===== src/hdl/sld_pkg.sv =====
// sld_pkg: shared constants, types and the kind decode for the sync/length deframer
// no dependencies; compile first
`timescale 1ns / 1ps

package sld_pkg;

    localparam int BYTE_W = 8;
    localparam int POS_W  = 17;
    localparam int KIND_W = 2;

    typedef logic [BYTE_W-1:0] byte_t;
    typedef logic [POS_W-1:0]  pos_t;
    typedef logic [KIND_W-1:0] kind_t;

    localparam byte_t SYNC_FIRST     = 8'h5A;
    localparam byte_t SYNC_SECOND    = 8'hA5;
    localparam byte_t CODE_HEARTBEAT = 8'hF1;
    localparam byte_t CODE_REGISTER  = 8'hF4;

    localparam pos_t HEADER_LEN = 17'd15;
    localparam pos_t KIND_POS   = 17'd10;
    localparam pos_t LEN_HI_POS = 17'd13;
    localparam pos_t LEN_LO_POS = 17'd14;

    localparam kind_t KIND_UNKNOWN   = 2'd0;
    localparam kind_t KIND_HEARTBEAT = 2'd1;
    localparam kind_t KIND_REGISTER  = 2'd2;
    localparam kind_t KIND_DATA      = 2'd3;

    function automatic kind_t decode_kind(input byte_t b);
        kind_t k;
        if (b == CODE_HEARTBEAT)
        begin
            k = KIND_HEARTBEAT;
        end
        else if (b == CODE_REGISTER)
        begin
            k = KIND_REGISTER;
        end
        else
        begin
            k = KIND_DATA;
        end
        return k;
    endfunction

endpackage


===== src/hdl/sld_if.sv =====
// sld_in_if / sld_out_if: valid/ready channels for received bytes and frame bytes
// depends on sld_pkg
`timescale 1ns / 1ps

interface sld_in_if
    import sld_pkg::*;
();
    logic  valid;
    logic  ready;
    byte_t rx_byte;

    modport source (output valid, output rx_byte, input ready);
    modport sink   (input valid, input rx_byte, output ready);
endinterface

interface sld_out_if
    import sld_pkg::*;
();
    logic  valid;
    logic  ready;
    byte_t frame_byte;
    pos_t  byte_position;
    logic  frame_last;
    kind_t frame_kind;

    modport source (output valid, output frame_byte, output byte_position,
                    output frame_last, output frame_kind, input ready);
    modport sink   (input valid, input frame_byte, input byte_position,
                    input frame_last, input frame_kind, output ready);
endinterface


===== src/hdl/sync_length_frame_deframer_core.sv =====
// sync_length_frame_deframer_core: sync hunt, length tracking and frame byte output
// depends on sld_pkg and the channel interfaces in sld_if.sv
`timescale 1ns / 1ps

// Takes one received byte per transaction on rx and gives frame bytes on frame.
// Bytes are dropped until the pair 0x5A 0xA5 is seen; from there the 15-byte
// header and the payload are passed on, the total length being the big-endian
// value in header bytes 13 and 14 plus 15. Each frame byte carries its position
// (0 at the first sync byte), a last mark and the frame kind decoded from byte 10
// (0 before byte 10). A 0x5A is only known to be a sync byte once the 0xA5 follows,
// so output runs one byte behind input: the final byte of a frame leaves when the
// next byte is received. Throughput is one byte per clock: each byte passes
// through one level of compare/increment logic into a single output register,
// and rx stays ready while that register is empty or being drained, so only
// backpressure on frame slows the block down. A byte released by a transaction
// appears on frame in the cycle after that transaction.
module sync_length_frame_deframer_core
    import sld_pkg::*;
(
    input  logic             clk,
    input  logic             rst_n,
    sld_in_if.sink           rx,
    sld_out_if.source        frame
);

    typedef enum logic [1:0] {
        PH_HUNT,
        PH_SAW5A,
        PH_FRAME
    } phase_t;

    // hunt / frame state
    phase_t phase_reg, phase_next;
    pos_t   position_count_reg, position_count_next;   // position of the held byte
    byte_t  length_high_reg, length_high_next;
    pos_t   frame_total_reg, frame_total_next;
    kind_t  kind_code_reg, kind_code_next;
    byte_t  held_byte_reg, held_byte_next;
    logic   held_valid_reg, held_valid_next;

    // output register
    logic   out_valid_reg, out_valid_next;
    byte_t  out_byte_reg, out_byte_next;
    pos_t   out_pos_reg, out_pos_next;
    logic   out_last_reg, out_last_next;
    kind_t  out_kind_reg, out_kind_next;

    logic   accept;
    pos_t   q;          // position of the incoming byte inside a frame
    pos_t   total_new;  // frame total after this byte

    // accept while the output slot is free or being taken this cycle
    assign rx.ready = !out_valid_reg || frame.ready;
    assign accept   = rx.valid && rx.ready;

    assign q = position_count_reg + 17'd1;

    always_comb
    begin
        phase_next          = phase_reg;
        position_count_next = position_count_reg;
        length_high_next    = length_high_reg;
        frame_total_next    = frame_total_reg;
        kind_code_next      = kind_code_reg;
        held_byte_next      = held_byte_reg;
        held_valid_next     = held_valid_reg;
        out_byte_next       = out_byte_reg;
        out_pos_next        = out_pos_reg;
        out_last_next       = out_last_reg;
        out_kind_next       = out_kind_reg;
        out_valid_next      = out_valid_reg && !frame.ready;
        total_new           = frame_total_reg;

        if (accept)
        begin
            out_valid_next = 1'b0;

            // release the byte held from the previous transaction
            if (held_valid_reg)
            begin
                out_valid_next  = 1'b1;
                out_byte_next   = held_byte_reg;
                out_pos_next    = position_count_reg;
                out_last_next   = (position_count_reg >= LEN_LO_POS) &&
                                  ({1'b0, position_count_reg} + 18'd1 ==
                                   {1'b0, frame_total_reg});
                out_kind_next   = (position_count_reg >= KIND_POS) ? kind_code_reg
                                                                   : KIND_UNKNOWN;
                held_valid_next = 1'b0;
            end

            case (phase_reg)
                PH_FRAME:
                begin
                    if (q == KIND_POS)
                    begin
                        kind_code_next = decode_kind(rx.rx_byte);
                    end
                    if (q == LEN_HI_POS)
                    begin
                        length_high_next = rx.rx_byte;
                    end
                    if (q == LEN_LO_POS)
                    begin
                        total_new = {1'b0, length_high_reg, rx.rx_byte} + HEADER_LEN;
                    end
                    frame_total_next    = total_new;
                    held_byte_next      = rx.rx_byte;
                    held_valid_next     = 1'b1;
                    position_count_next = q;
                    // frame ends once this byte is the last one
                    if ((q >= LEN_LO_POS) && ({1'b0, q} + 18'd1 == {1'b0, total_new}))
                    begin
                        phase_next = PH_HUNT;
                    end
                end
                PH_SAW5A:
                begin
                    if (rx.rx_byte == SYNC_SECOND)
                    begin
                        // sync confirmed: first sync byte leaves now, 0xA5 is held
                        out_valid_next      = 1'b1;
                        out_byte_next       = SYNC_FIRST;
                        out_pos_next        = '0;
                        out_last_next       = 1'b0;
                        out_kind_next       = KIND_UNKNOWN;
                        held_byte_next      = rx.rx_byte;
                        held_valid_next     = 1'b1;
                        position_count_next = 17'd1;
                        kind_code_next      = KIND_UNKNOWN;
                        length_high_next    = '0;
                        frame_total_next    = '0;
                        phase_next          = PH_FRAME;
                    end
                    else if (rx.rx_byte != SYNC_FIRST)
                    begin
                        phase_next = PH_HUNT;
                    end
                end
                default:
                begin
                    phase_next = (rx.rx_byte == SYNC_FIRST) ? PH_SAW5A : PH_HUNT;
                end
            endcase
        end
    end

    always_ff @(posedge clk or negedge rst_n)
    begin
        if (!rst_n)
        begin
            phase_reg          <= PH_HUNT;
            position_count_reg <= '0;
            length_high_reg    <= '0;
            frame_total_reg    <= '0;
            kind_code_reg      <= KIND_UNKNOWN;
            held_byte_reg      <= '0;
            held_valid_reg     <= 1'b0;
            out_valid_reg      <= 1'b0;
            out_byte_reg       <= '0;
            out_pos_reg        <= '0;
            out_last_reg       <= 1'b0;
            out_kind_reg       <= KIND_UNKNOWN;
        end
        else
        begin
            phase_reg          <= phase_next;
            position_count_reg <= position_count_next;
            length_high_reg    <= length_high_next;
            frame_total_reg    <= frame_total_next;
            kind_code_reg      <= kind_code_next;
            held_byte_reg      <= held_byte_next;
            held_valid_reg     <= held_valid_next;
            out_valid_reg      <= out_valid_next;
            out_byte_reg       <= out_byte_next;
            out_pos_reg        <= out_pos_next;
            out_last_reg       <= out_last_next;
            out_kind_reg       <= out_kind_next;
        end
    end

    assign frame.valid         = out_valid_reg;
    assign frame.frame_byte    = out_byte_reg;
    assign frame.byte_position = out_pos_reg;
    assign frame.frame_last    = out_last_reg;
    assign frame.frame_kind    = out_kind_reg;

    // inside a frame there is always a byte waiting to go out
    a_frame_holds: assert property (@(posedge clk) disable iff (!rst_n)
        (phase_reg == PH_FRAME) |-> held_valid_reg)
        else $error("frame phase without a held byte");

    // waiting for 0xa5 never coincides with a pending frame byte
    a_saw5a_empty: assert property (@(posedge clk) disable iff (!rst_n)
        (phase_reg == PH_SAW5A) |-> !held_valid_reg)
        else $error("held byte pending while waiting for second sync byte");

    // a frame never ends inside the header
    a_last_pos: assert property (@(posedge clk) disable iff (!rst_n)
        (out_valid_reg && out_last_reg) |-> (out_pos_reg >= LEN_LO_POS))
        else $error("last mark before end of header");

    // kind is only known from byte 10 on
    a_kind_pos: assert property (@(posedge clk) disable iff (!rst_n)
        (out_valid_reg && (out_kind_reg != KIND_UNKNOWN)) |-> (out_pos_reg >= KIND_POS))
        else $error("frame kind reported before byte 10");

    // a stalled result is never overwritten by a new transaction
    a_no_overwrite: assert property (@(posedge clk) disable iff (!rst_n)
        (out_valid_reg && !frame.ready) |-> !accept)
        else $error("input accepted while output register is stalled");

endmodule

===== src/flat_wrapper.sv =====
// flat-port wrapper written by rule: the top's interface ports become plain ports
module sync_length_frame_deframer_core_flat import sld_pkg::*;
  (clk, rst_n, rx_valid, rx_rx_byte, rx_ready, frame_valid, frame_frame_byte, frame_byte_position, frame_frame_last, frame_frame_kind, frame_ready);
  sld_in_if rx_i ();
  sld_out_if frame_i ();
  input  logic clk;
  input  logic rst_n;
  input wire logic [$bits(rx_i.valid)-1:0] rx_valid;
  input wire logic [$bits(rx_i.rx_byte)-1:0] rx_rx_byte;
  output wire logic [$bits(rx_i.ready)-1:0] rx_ready;
  output wire logic [$bits(frame_i.valid)-1:0] frame_valid;
  output wire logic [$bits(frame_i.frame_byte)-1:0] frame_frame_byte;
  output wire logic [$bits(frame_i.byte_position)-1:0] frame_byte_position;
  output wire logic [$bits(frame_i.frame_last)-1:0] frame_frame_last;
  output wire logic [$bits(frame_i.frame_kind)-1:0] frame_frame_kind;
  input wire logic [$bits(frame_i.ready)-1:0] frame_ready;
  assign rx_i.valid = rx_valid;
  assign rx_i.rx_byte = rx_rx_byte;
  assign rx_ready = rx_i.ready;
  assign frame_valid = frame_i.valid;
  assign frame_frame_byte = frame_i.frame_byte;
  assign frame_byte_position = frame_i.byte_position;
  assign frame_frame_last = frame_i.frame_last;
  assign frame_frame_kind = frame_i.frame_kind;
  assign frame_i.ready = frame_ready;
  sync_length_frame_deframer_core u_core (.clk(clk), .rst_n(rst_n), .rx(rx_i), .frame(frame_i));
endmodule

===== config.mk =====
export PLATFORM = sky130hd
export DESIGN_NAME = sync_length_frame_deframer_core_flat
export DESIGN_NICKNAME = d
export VERILOG_FILES = /design/src/hdl/sld_pkg.sv /design/src/hdl/sld_if.sv /design/src/hdl/sync_length_frame_deframer_core.sv /design/src/flat_wrapper.sv
export SDC_FILE = /design/constraint.sdc
export NUM_CORES = 1
export LEC_CHECK = 0
export BUFFER_PORTS_ARGS = -buffer_cell sky130_fd_sc_hd__clkbuf_2
export CAP_MARGIN = 10
export CORE_MARGIN = 8
export CORE_UTILIZATION = 30
export CTS_BUF_LIST = sky130_fd_sc_hd__clkbuf_2
export DETAILED_ROUTE_END_ITERATION = 16
export GPL_TIMING_DRIVEN = 0
export PLACE_DENSITY = 0.49
export SLEW_MARGIN = 15
export SYNTH_ARGS = -nofsm -noshare
export SYNTH_HDL_FRONTEND = slang
export SYNTH_SLANG_ARGS = --single-unit

===== constraint.sdc =====
create_clock -name clk -period 6.6 [get_ports clk]
set_clock_uncertainty 0.15 [all_clocks]
set_input_delay 0.66 -clock clk [delete_from_list [all_inputs] [get_ports clk]]
set_output_delay 0.66 -clock clk [all_outputs]
set_load 0.02 [all_outputs]

======== Word-level counts from Yosys, hierarchy flattened ========
Index checks and enable logic that the tools add are counted.
word-level totals
  register bits after elaboration ......... 84
  output and inout port bits .............. 30
  logic and storage cells ................. 89
cells by class
  add/subtract/negate cells ............... 4
  magnitude comparators ................... 3
  equal/unequal tests ..................... 17
  mux-type cells .......................... 41
  reductions and logical operators ........ 12
operator list
  operator                                                            number
  2-to-1 mux 17 bit                                                   8
  one-hot mux 17 bit (2 select lines)                                 2
  == test 17 x 4 -> 1 bit, second input constant                      3
  greater-or-equal comparator 17 x 4 -> 1 bit, second input constant  3
  2-to-1 mux 8 bit                                                    6
  adder 17 x 1 -> 18 bit, second input constant                       2
  == test 18 x 17 -> 1 bit                                            2
  one-hot mux 8 bit (2 select lines)                                  2
  == test 8 bit, second input constant                                3
  2-to-1 mux 2 bit                                                    10
  adder 16 x 4 -> 17 bit, second input constant                       1
  adder 17 x 1 -> 17 bit, second input constant                       1
  2-to-1 mux 1 bit                                                    10
  == test 8 x 7 -> 1 bit, second input constant                       1
  inequality test 2 x 1 -> 1 bit, second input constant               4
  inequality test 8 x 7 -> 1 bit, second input constant               1
  one-hot mux 2 bit (2 select lines)                                  2
  AND reduction 4 bit                                                 2
  AND reduction 3 bit                                                 2
  logical AND 1 bit                                                   4
  inequality test 3 x 1 -> 1 bit, second input constant               1
  == test 2 x 1 -> 1 bit, second input constant                       1
  == test 2 bit, second input constant                                1
  logical NOT 1 bit                                                   2
  3 further kinds                                                     3

======== Logic depth before layout (Yosys ltp) ========
Gate-level depths: netlist (run 1).
  depth after elaboration ................. 9
  depth in mapped cells ................... 14
  mapped depth without buffers ............ 13

======== Worst setup path before layout (run 1) ========
No wires, ideal clock.
  path kind ............................... register -> register
  start point ............................. reg u_core.position_count_reg[1]
  end point ............................... reg u_core.phase_reg[1]
  library setup time ...................... 0.125 ns
  arrival ................................. 3.554 ns
  setup slack ............................. 2.771 ns
  cell stages (with the launch flop) ...... 15
  buffers on the path ..................... 2
  period minus slack after synthesis ...... 3.829 ns
  cells stage by stage .................... dfrtp_1 -> ha_1 -> buf_2 -> nand3_4 -> nor4_1 -> xnor2_1 -> o2111ai_4 -> nor4_4 -> buf_6 -> mux2i_1 -> xnor2_1 -> nand4_1 -> nor4_2 -> a41oi_2 -> mux2_4
between the ends
  longest elaborated chain between the ends .. 9
  elaborated cells on any way between the ends .. 11
  classes of those cells .................. 2 x add/sub; 1 x order compare; 3 x eq/ne; 3 x mux; 2 x reduce/logical
RTL lines
  item                                                                            line                                    text
  start, declared                                                                 sync_length_frame_deframer_core.sv:34   pos_t position_count_reg, position_count_next;
  start signal, assigned                                                          sync_length_frame_deframer_core.sv:168  position_count_reg <= position_count_next;
  adder 17 x 1 -> 17 bit (*)                                                      sync_length_frame_deframer_core.sv:56   assign q = position_count_reg + 17'd1;
  parallel branches: the longest is 5 deep, another holds adder 17 x 1 -> 18 bit  --
  logical AND 1 bit (*)                                                           sync_length_frame_deframer_core.sv:112  if ((q >= LEN_LO_POS) && ({1'b0, q} + 18'd1 == {1'b0, total_new}))
  inequality test 2 x 1 -> 1 bit (no source line) (*)                             --
  AND reduction 3 bit (no source line) (*)                                        --
  end signal, assigned                                                            sync_length_frame_deframer_core.sv:167  phase_reg <= phase_next;
  end, declared                                                                   sync_length_frame_deframer_core.sv:33   phase_t phase_reg, phase_next;
Every way passes the cells marked *. The select of a mux whose other input is x is not followed.
A chain may end at the register's enable or synchronous reset.

======== Worst setup path in the final report (run 1) ========
  start point ............................. reg u_core.position_count_reg[2]
  end point ............................... reg u_core.phase_reg[1]
The elaborated chain is that of the path after synthesis.

==> results of run 1 <==
## worst max-delay path, stage by stage, from the launching register on
cell	delay, ns
dfrtp_1	0.50
ha_1	0.29
nand3_2	0.17
nor4_1	0.36
xnor2_1	0.39
o21ai_0	0.34
nor4_4	0.79
buf_6	0.25
mux2i_1	0.23
xnor2_1	0.14
nand4_1	0.11
nor4_2	0.24
a41oi_2	0.24
mux2_4	0.34
## where the power goes
group	leakage [nW]	internal, W	total [W]	switching (W)
logic	1.51	0.0000557	0.000151	0.0000954
clock network	0.0701	0.0000895	0.000294	0.000205
registers	1.05	0.000529	0.000540	0.0000111
## per-layer routing
metal,up-vias,share of wire (%)
met5,-,0
met2,95,46
met3,23,4.3
met4,0,1.6
li1,2331,-
met1,2353,48
## final timing paths
kind | start | end | cells past startpoint
max | u_core.position_count_reg[2] | u_core.phase_reg[1] | 13
min | rx_rx_byte[6] | u_core.length_high_reg[6] | 3
max reg2reg | u_core.position_count_reg[2] | u_core.phase_reg[1] | 13
min reg2reg | u_core.frame.byte_position[0] | u_core.frame.byte_position[0] | 2
max in group asynchronous | rst_n | u_core.length_high_reg[6] | 3
min in group asynchronous | rst_n | u_core.frame.byte_position[3] | 2
## cells by family (layout without fill, tap and decap cells)
group                      Yosys count  after routing  synth area share (%)
muxes                               20             20                  3.88
adders and majority gates           13             13                  2.90
xor gates and xnor gates            75             75                  11.7
and+or+nand+nor                    234            234                  22.2
buffers and inverters               63            118                  4.82
DFF                                 84             84                  37.5
AOI/OAI and AO/OA                  148            148                  17.1
other                                0              1                     0
## cells in the mapped netlist, types with 3 or more instances
library cell	number
nand2_1	90
o21ai_0	50
mux2i_1	12
xnor2_1	54
a22o_1	19
o31ai_1	14
nand4_1	7
or3_1	3
nor2b_1	15
mux2_2	6
nand3_1	14
dfrtp_1	84
nor2_1	27
xor2_1	21
o22a_1	4
and2_1	4
nor3b_1	6
ha_1	13
clkbuf_1	33
nor4_1	9
a311oi_1	4
a21o_1	3
nor3_1	20
buf_4	5
nand2b_1	9
and3_1	5
o211ai_1	3
and4_1	4
a21oi_1	38
buf_2	6
inv_1	16
## layout make-up
class / count / share of cell area, %
Tap cell: 234 / 4.68
Clock inverter: 7 / 1.22
Multi-Input combinational cell: 490 / 51.8
Inverter: 16 / 0.960
Sequential cell: 84 / 33.6
Antenna cell: 1 / 0.0400
Clock buffer: 9 / 0.720
Buffer: 47 / 3.36
Timing Repair Buffer: 39 / 3.60
## through the flow
step / worst slack [ns] / instance area (sq um) / total power (W) / utilization (%)
final: 1.98 / 6260 / 0.000986 / 33.8
after global routing: 1.62 / 6260 / 0.00104 / 33.8
after CTS: 1.97 / 6260 / 0.000999 / 33.8
after detailed placement: 1.97 / 6120 / 0.000701 / 33.1
after global placement: 1.99 / 6090 / 0.000696 / 32.9
after floorplan: 2.77 / 5610 / 0.000648 / -
## what timing repair did
action,in CTS,in global routing
setup endpoints to repair,0,0
resized for setup,0,0
endpoints found under the hold margin,30,0
hold buffers,1,0
==> flow_metrics.py, run 1 <==
metrics = {
    "outcome": {
        "status": "complete, no violations",
    },
    "power": {
        "vdd_drop_max_v": 0.0000615,
        "p_leak_nw": 2.63,
        "p_per_area_mw_per_mm2": 157,
    },
    "logic_synthesis": {
        "avgSynthCellArea_sq_um": 8.81,
        "async_reset_ff_share_pct": 100,
        "yosysSeqAreaShare_pct": 37.5,
        "synth_area_leader_cell": "dfrtp_1",
        "netlist_area_sq_mm": 0.00561,
        "yosysWarnings": 0,
        "ys_ff_latch": 84,
        "synth_cell_type_count": 59,
        "synth_top_area_share_pct": 37.5,
        "syn_nets": 662,
        "syn_inst": 637,
        "synth_area_leaders": "dfrtp_1 (37%), xnor2_1 (8.4%), nand2_1 (6.0%)",
        "synth_edf_count": 0,
        "synth_ff_type": "dfrtp_1",
    },
    "timing": {
        "tns_ns": 0,
        "finalCritPeriodShare_pct": 70.0,
        "rsz0062_at_grt": "false",
        "maxSlewHeadroom_pct": 29.2,
        "setup_viol": 0,
        "fmax_mhz": 217,
        "drv_slew": 0,
        "hold_viol_final": 0,
        "timing.hold.ws_ns": 0.244,
        "worst_slew_pin_slew_ns": 1.05,
        "period_minus_slack_ns": 4.62,
    },
    "route": {
        "wl_microns": 16700,
        "wl_per_cell_microns": 18.0,
        "viasPerCell": 5.18,
        "drc": 0,
        "vias": 4802,
        "drt_first_pass_iters": 4,
        "drtIter0Drc": 288,
        "ant_nets": 0,
    },
    "worst_hold_path": {
        "hp-class": "in2reg",
    },
    "clocking": {
        "cts_sinks": 84,
        "cts_setup_buffers": 0,
        "clk_path_buf_depth": 2,
        "htree_num_levels": 3,
        "cts_tree": "built",
        "clkLatencyLatePin_ns": 0.61,
        "root_buffer": "clkbuf_2",
        "cts.clk_slew.worst_paths_ns": 0.27,
        "numCtsBuffers": 9,
    },
    "layout": {
        "final-seq-area_sq_mm": 0.00210,
        "most-common-layout-cells": "nand2_1 (90), dfrtp_1 (84), xnor2_1 (54)",
        "instances_no_fill": 927,
        "area_growth_pct": 11.5,
        "layout_commonest_cell": "nand2_1",
        "final_nets": 712,
        "drive_gt1_share_pct": 12.6,
        "multiInputGateArea_sq_mm": 0.00324,
        "fillers": 1958,
    },
    "placement": {
        "dpl.hpwl_microns": 12800,
        "dp_cells": 909,
        "numPortBuffers": 37,
        "gp_congestion": 0.857,
    },
    "floorplan": {
        "dieHeight_microns": 153,
        "initial_core_util_pct": 30.3,
        "die-area_sq_mm": 0.0233,
        "die_w_microns": 153,
        "pin_count": 42,
        "core_sq_mm": 0.0185,
        "num_rows": 50,
    },
    "global_routing": {
        "antenna_found_initial": 1,
        "grt.overflow.total": 0,
        "grt_pass1_vias": 4786,
        "gr-usage-met3_pct": 3.60,
        "grt_use_met1_pct": 19.1,
        "grtUsageMet2_pct": 23.0,
        "grt_pass1_wl_microns": 27000,
        "track_usage_pct": 14.5,
        "grt_max_degree": 55,
        "busiest_layer": "met2",
    },
    "setup_path": {
        "crit_type": "reg2reg",
        "cp.required_ns": 6.99,
        "r2r_slack_ns": 1.98,
        "startpoint_type": "flop",
        "worstPathMaxFanout": 10,
        "cp-end-kind": "flop",
        "crit_arrival_ns": 5.01,
    },
    "run": {
        "max_cap_viol_count": 0,
    },
}
(Power assumes the default switching activity.)
==> inputs of run 2 (changes only) <==
Settings changed: PLACE_DENSITY 0.49 to 0.5.
Clock period 6.6 ns to 3.9 ns, I/O delays scaled along.
==> run 2 against run 1 <==
Against the previous run: highest routed layer unchanged; utilization rose by 2.7 points; global-route usage rose by 0.12 points; design area rose by 7.9%; count of clock-buffer cells in the layout did not move; final cell count rose by 2.5%; critical path depth rose by 1; routed wire length rose by 1.8%; sequential share of layout area fell by 2.4 points; non-clock buffer count rose by 24; die area did not move; first-iteration DRC count rose by 18%; combinational power rose by 97%.
==> flow_metrics.py, run 2 (synthesis results as in run 1) <==
metrics = {
    "layout": {
        "stdcell_area_sq_mm": 0.00675,
        "area_growth_pct": 20.3,
        "final_nets": 736,
        "fillers": 1949,
        "drive_gt1_share_pct": 18.9,
        "layout_commonest_cell": "nand2_1",
        "most-common-layout-cells": "nand2_1 (88), dfrtp_1 (83), xnor2_1 (52)",
    },
    "clocking": {
        "root_buffer": "clkbuf_2",
        "cts.clk_slew.worst_paths_ns": 0.25,
        "clk_path_buf_depth": 2,
        "cts_sinks": 84,
        "numCtsBuffers": 9,
        "clkLatencyLatePin_ns": 0.61,
        "cts_tree": "built",
        "htree_num_levels": 3,
    },
    "global_routing": {
        "grt_max_degree": 55,
        "grt_pass1_wl_microns": 27400,
        "grt.overflow.total": 0,
        "track_usage_pct": 14.6,
        "antenna_found_initial": 1,
        "grt_pass1_vias": 4918,
    },
    "timing": {
        "worst_slew_pin_slew_ns": 0.840,
        "drv_slew": 0,
        "tns_ns": 0,
        "timing.hold.ws_ns": 0.114,
        "hold_viol_final": 0,
        "period_minus_slack_ns": 3.77,
        "fmax_mhz": 265,
        "finalCritPeriodShare_pct": 96.7,
        "rsz0062_at_grt": "true",
        "setup_ws_ns": 0.128,
        "maxSlewHeadroom_pct": 43.7,
        "setup_viol": 0,
    },
    "power": {
        "p_per_area_mw_per_mm2": 269,
        "p_leak_nw": 2.88,
        "combinationalPowerShare_pct": 16.4,
        "switchingPower_w": 0.000526,
        "p_int_w": 0.00129,
        "clkPwrFrac_pct": 33.2,
        "p_sw_share_pct": 29.0,
        "seqPwrFrac_pct": 50.4,
        "finalPower_w": 0.00182,
        "vdd_drop_max_v": 0.000161,
    },
    "route": {
        "drt_first_pass_iters": 5,
        "viasPerCell": 5.21,
        "wl_per_cell_microns": 17.8,
        "ant_nets": 0,
        "wl_microns": 17000,
        "vias": 4946,
        "drtIter0Drc": 340,
        "drc": 0,
    },
    "placement": {
        "dp_slack_ns": -0.715,
        "numPortBuffers": 37,
        "gp_congestion": 0.869,
        "placed_area_sq_mm": 0.00612,
        "dpl.hpwl_microns": 12600,
    },
    "setup_path": {
        "crit_arrival_ns": 4.16,
        "endpoint": "u_core.phase_reg[1]",
        "cp-end-kind": "flop",
        "rr_startpoint": "u_core.position_count_reg[1]",
        "worstRegToRegCells": 14,
        "cp.required_ns": 4.29,
        "worstPathMaxFanout": 8,
        "startpoint_type": "flop",
        "r2r-end": "u_core.phase_reg[1]",
        "crit_type": "reg2reg",
        "r2r_slack_ns": 0.13,
        "critPathLaunch": "u_core.position_count_reg[1]",
    },
    "floorplan": {
        "dieHeight_microns": 153,
        "die-area_sq_mm": 0.0233,
        "die_w_microns": 153,
        "initial_core_util_pct": 30.3,
        "pin_count": 42,
        "num_rows": 50,
        "core_sq_mm": 0.0185,
    },
    "worst_hold_path": {
        "hp-class": "in2async",
    },
    "outcome": {
        "status": "complete, no violations",
    },
    "run": {
        "max_cap_viol_count": 0,
    },
}
-- run 2: changes by cell type in the layout (fill, tap and decap cells not counted), sizes merged --
cell	before	now
buf	15	35
bufinv	1	3
clkbuf	79	75
clkinv	4	2
clkinvlp	1	0
dlygate4sd3	1	9
-- run 2: through the flow --
stage	std cells	utilization, %
detailed placement	909	33.1
global placement	908	32.9
floorplan	637	-
finish	950	36.5
CTS	938	35.3
global route	950	36.5
-- run 2: how the worst min path moves through the flow --
stage                                             start  cells after the start                       endpoint
final                                             rst_n                      2   u_core.position_count_reg[3]
after global routing                      rx_rx_byte[2]                      3      u_core.length_high_reg[2]
after CTS                                 rx_rx_byte[2]                      3        u_core.held_byte_reg[2]
after detailed placement                          rst_n                      1  u_core.frame.byte_position[3]
after global placement    u_core.frame.byte_position[2]                      2  u_core.frame.byte_position[2]
after floorplan                                   rst_n                      0  u_core.frame.byte_position[0]
-- run 2: cell type report --
type | count | area, sq um | area share (%)
multi-input combinational | 490 | 3450 | 51.0
sequential | 84 | 2100 | 31.2
timing repair buffer | 67 | 475 | 7.04
tap | 234 | 293 | 4.34
buffer | 43 | 213 | 3.15
clock inverter | 6 | 113 | 1.67
inverter | 16 | 60.1 | 0.890
clock buffer | 9 | 45.0 | 0.667
antenna | 1 | 2.50 | 0.0371
-- run 2: worst max-delay path, stage by stage (launching register included) --
cell	delay [ns]
dfrtp_2	0.48
ha_2	0.28
nand3_2	0.18
nor4_4	0.26
mux2_4	0.23
o2111ai_4	0.15
nor4_4	0.30
buf_12	0.18
buf_6	0.10
mux2i_2	0.20
xnor2_1	0.15
nand4_1	0.13
nor4_2	0.33
a41oi_2	0.23
mux2_4	0.33
-- run 2: layer usage --
layer	track usage, %	vias to the layer above	routed length, microns
li1	-	2387	-
met1	19.3	2410	8010
met2	22.9	121	7750
met3	3.18	28	737
met4	5.80	0	461
met5	0	-	0
-- run 2: power groups by stage --
| stage | combinational (W) | sequential (W) | clock [W] |
|---|---|---|---|
| 2_1_floorplan | 0.000170 | 0.000926 | 0 |
| 3_3_place_gp | 0.000249 | 0.000929 | 0 |
| 3_5_place_dp | 0.000256 | 0.000929 | 0 |
| 4_1_cts | 0.000283 | 0.000914 | 0.000630 |
| 5_1_grt | 0.000328 | 0.000919 | 0.000656 |
| 6_report | 0.000298 | 0.000915 | 0.000604 |
-- run 2: what timing repair did --
item,CTS,global route
pin swaps,5,10
endpoints found under the setup margin,14,2
endpoints found under the hold margin,95,0
setup buffers,8,12
hold buffers,9,0
gates cloned,0,0
gates resized for setup,16,31
==> inputs of run 3 (changes only) <==
Settings changed: ABC_AREA from default to 1.
==> run 3 against run 2 <==
Against the previous run: design area decreased by 4.4%; non-clock buffer count decreased by 34; fmax increased by 6.2%; synthesized cell count increased by 25%; critical path depth increased by 6.
==> flow_metrics.py, run 3 <==
metrics = {
    "layout": {
        "final_nets": 884,
        "drive_gt1_share_pct": 10.6,
        "stdcell_area_sq_mm": 0.00645,
        "most-common-layout-cells": "nand2_1 (218), inv_1 (106), dfrtp_1 (84)",
        "layout_commonest_cell": "nand2_1",
        "area_growth_pct": 12.9,
    },
    "power": {
        "vdd_drop_max_v": 0.000146,
        "p_per_area_mw_per_mm2": 417,
        "finalPower_w": 0.00269,
        "p_leak_nw": 3.46,
    },
    "logic_synthesis": {
        "synthAdderAreaFrac_pct": 2.85,
        "synth_cell_type_count": 36,
        "synth-simple-area-share_pct": 34.5,
        "synth_top_area_share_pct": 36.8,
        "synth_ff_type": "dfrtp_1",
        "syn_inst": 796,
        "synth_area_leader_cell": "dfrtp_1",
        "ys_ff_latch": 84,
        "ys_top_cells_by_count": "nand2_1 (218), inv_1 (106), dfrtp_1 (84)",
        "yosysWarnings": 0,
        "synth_area_leaders": "dfrtp_1 (37%), nand2_1 (14%), nand3_1 (7.2%)",
        "syn_nets": 821,
        "synth.most_common_cell": "nand2_1",
        "avgSynthCellArea_sq_um": 7.18,
        "yosysSeqAreaShare_pct": 36.8,
        "synth_xor_area_share_pct": 3.37,
        "synth_top_family_by_area": "simple AND/OR/NAND/NOR gates",
        "synth_compound_gate_area_share_pct": 13.0,
        "synth_edf_count": 0,
        "async_reset_ff_share_pct": 100,
        "netlist_area_sq_mm": 0.00572,
        "synthMuxAreaShare_pct": 0,
    },
    "setup_path": {
        "critPathSlowestCell": "dfrtp_1",
        "cp.required_ns": 4.28,
        "r2r-end": "u_core.phase_reg[1]",
        "r2r_slack_ns": 0.35,
        "cp-end-kind": "flop",
        "worstRegToRegCells": 20,
        "critical_path_buf_inv_count": 3,
        "crit_chain": "buf_4 > inv_1 > ha_1 > inv_1 > nor2_1 > nand2_1 > nor2_1 > nand2_1 > nor2_4 > xor2_1 > nand3b_1 > nand2_1 > nor2_1 > nand2_1 > nor2_1 > nand3_1 > nand2_1 > nand2_1 > nand2_1 > nand2_1",
        "path_delay_family": "simple AND/OR/NAND/NOR gates",
        "worstPathMaxFanout": 9,
        "max_stage_delay_ns": 0.45,
        "crit_arrival_ns": 3.93,
        "cpMostUsedCell": "nand2_1",
        "rr_startpoint": "u_core.position_count_reg[0]",
        "startpoint_type": "flop",
        "crit_type": "reg2reg",
    },
    "timing": {
        "tns_ns": 0,
        "maxSlewHeadroom_pct": 51.5,
        "fmax_mhz": 281,
        "drv_slew": 0,
        "hold_viol_final": 0,
        "setup_viol": 0,
        "period_minus_slack_ns": 3.55,
        "worst_slew_pin_slew_ns": 0.728,
        "rsz0062_at_grt": "false",
        "finalCritPeriodShare_pct": 91.1,
    },
    "clocking": {
        "htree_num_levels": 3,
        "clkLatencyLatePin_ns": 0.63,
        "cts_tree": "built",
        "numCtsBuffers": 9,
        "cts.clk_slew.worst_paths_ns": 0.28,
        "clk_path_buf_depth": 2,
        "root_buffer": "clkbuf_2",
        "cts_sinks": 84,
        "ctsResizeCount": 0,
    },
    "route": {
        "vias": 5545,
        "wl_microns": 18800,
        "drt_first_pass_iters": 5,
        "ant_nets": 0,
        "wl_per_cell_microns": 17.1,
        "drc": 0,
        "viasPerCell": 5.05,
        "drtIter0Drc": 292,
    },
    "placement": {
        "placed_area_sq_mm": 0.00622,
        "numPortBuffers": 41,
        "gp_congestion": 0.843,
        "dpl.hpwl_microns": 14500,
    },
    "floorplan": {
        "num_rows": 50,
        "initial_core_util_pct": 30.6,
        "die-area_sq_mm": 0.0237,
        "core_sq_mm": 0.0187,
        "dieHeight_microns": 154,
        "die_w_microns": 154,
        "pin_count": 42,
    },
    "global_routing": {
        "grt_max_degree": 85,
        "grt.overflow.total": 0,
        "grt_pass1_wl_microns": 30500,
        "antenna_found_initial": 1,
        "track_usage_pct": 16.3,
        "grt_pass1_vias": 5478,
    },
    "worst_hold_path": {
        "hp-class": "in2async",
    },
    "run": {
        "max_cap_viol_count": 0,
    },
    "outcome": {
        "status": "complete, no violations",
    },
}
-- run 3: cell count changes after synthesis, moves of 32 or more --
| cell | before | now |
|---|---|---|
| a21oi_1 | 38 | 6 |
| inv_1 | 16 | 106 |
| nand2_1 | 90 | 218 |
| nand3_1 | 14 | 82 |
| nor2_1 | 27 | 65 |
| xnor2_1 | 54 | 1 |
-- run 3: layer usage --
layer | track usage (%) | part of all wire, %
met5 | 0 | 0
met4 | 4.34 | 1.2
met3 | 3.34 | 4.3
met2 | 26.2 | 46
met1 | 21.8 | 48
-- run 3: layout make-up --
type,count,area [sq um]
Clock buffer,9,45.0
Buffer,24,133
Antenna cell,1,2.50
Fill cell,2048,12300
Inverter,110,413
Multi-Input combinational cell,578,3070
Clock inverter,7,75.1
Timing Repair Buffer,52,324
Tap cell,234,293
Sequential cell,84,2100
-- run 3: stage by stage --
step           std cells  hold WS (ns)  util (%)  setup WS, ns
3_5_place_dp        1071         0.330      33.3         0.382
2_1_floorplan        796       -0.0556         -          1.22
4_1_cts             1098         0.166      34.5         0.340
6_report            1099         0.175      34.5         0.347
5_1_grt             1099         0.196      34.5        0.0356
3_3_place_gp        1071         0.327      33.2         0.444
-- run 3: report_power, final --
group | switching (W) | internal, W
sequential | 0.0000829 | 0.000961
clock | 0.000363 | 0.000149
combinational | 0.000759 | 0.000377
-- run 3: repair_timing --
| action | 4_1_cts | 5_1_grt |
|---|---|---|
| setup buffers | 0 | 0 |
| hold buffers | 11 | 0 |
| hold endpoints to repair | 105 | 0 |
-- run 3: worst reg2reg max path, cell delays in order (launching register included) --
cell and delay (ns):
dfrtp_1 0.45, buf_4 0.21, inv_1 0.16, ha_1 0.37
inv_1 0.10, nor2_1 0.09, nand2_1 0.07, nor2_1 0.19
nand2_1 0.15, nor2_4 0.22, xor2_1 0.27, nand3b_1 0.17
nand2_1 0.06, nor2_1 0.09, nand2_1 0.07, nor2_1 0.14
nand3_1 0.17, nand2_1 0.16, nand2_1 0.08, nand2_1 0.06
nand2_1 0.04
-- run 3: cell families (layout without fill, tap and decap cells) --
group           after synthesis  in the layout
other cells                   0              1
fa+ha+maj                    13             13
xor+xnor                     22             22
flops                        84             84
compound gates              110            110
simple gates                433            433
buf+inv                     134            202
-- run 3: how the worst max path moves through the flow --
stage,from,end,slack (ns),cells after the start
global route,u_core.position_count_reg[1],u_core.phase_reg[0],0.04,21
finish,u_core.position_count_reg[0],u_core.phase_reg[1],0.35,20
detailed placement,u_core.position_count_reg[1],u_core.phase_reg[0],0.38,21
global placement,u_core.position_count_reg[0],u_core.phase_reg[0],0.44,20
CTS,u_core.position_count_reg[1],u_core.phase_reg[0],0.34,21
floorplan,u_core.position_count_reg[2],u_core.phase_reg[0],1.22,21
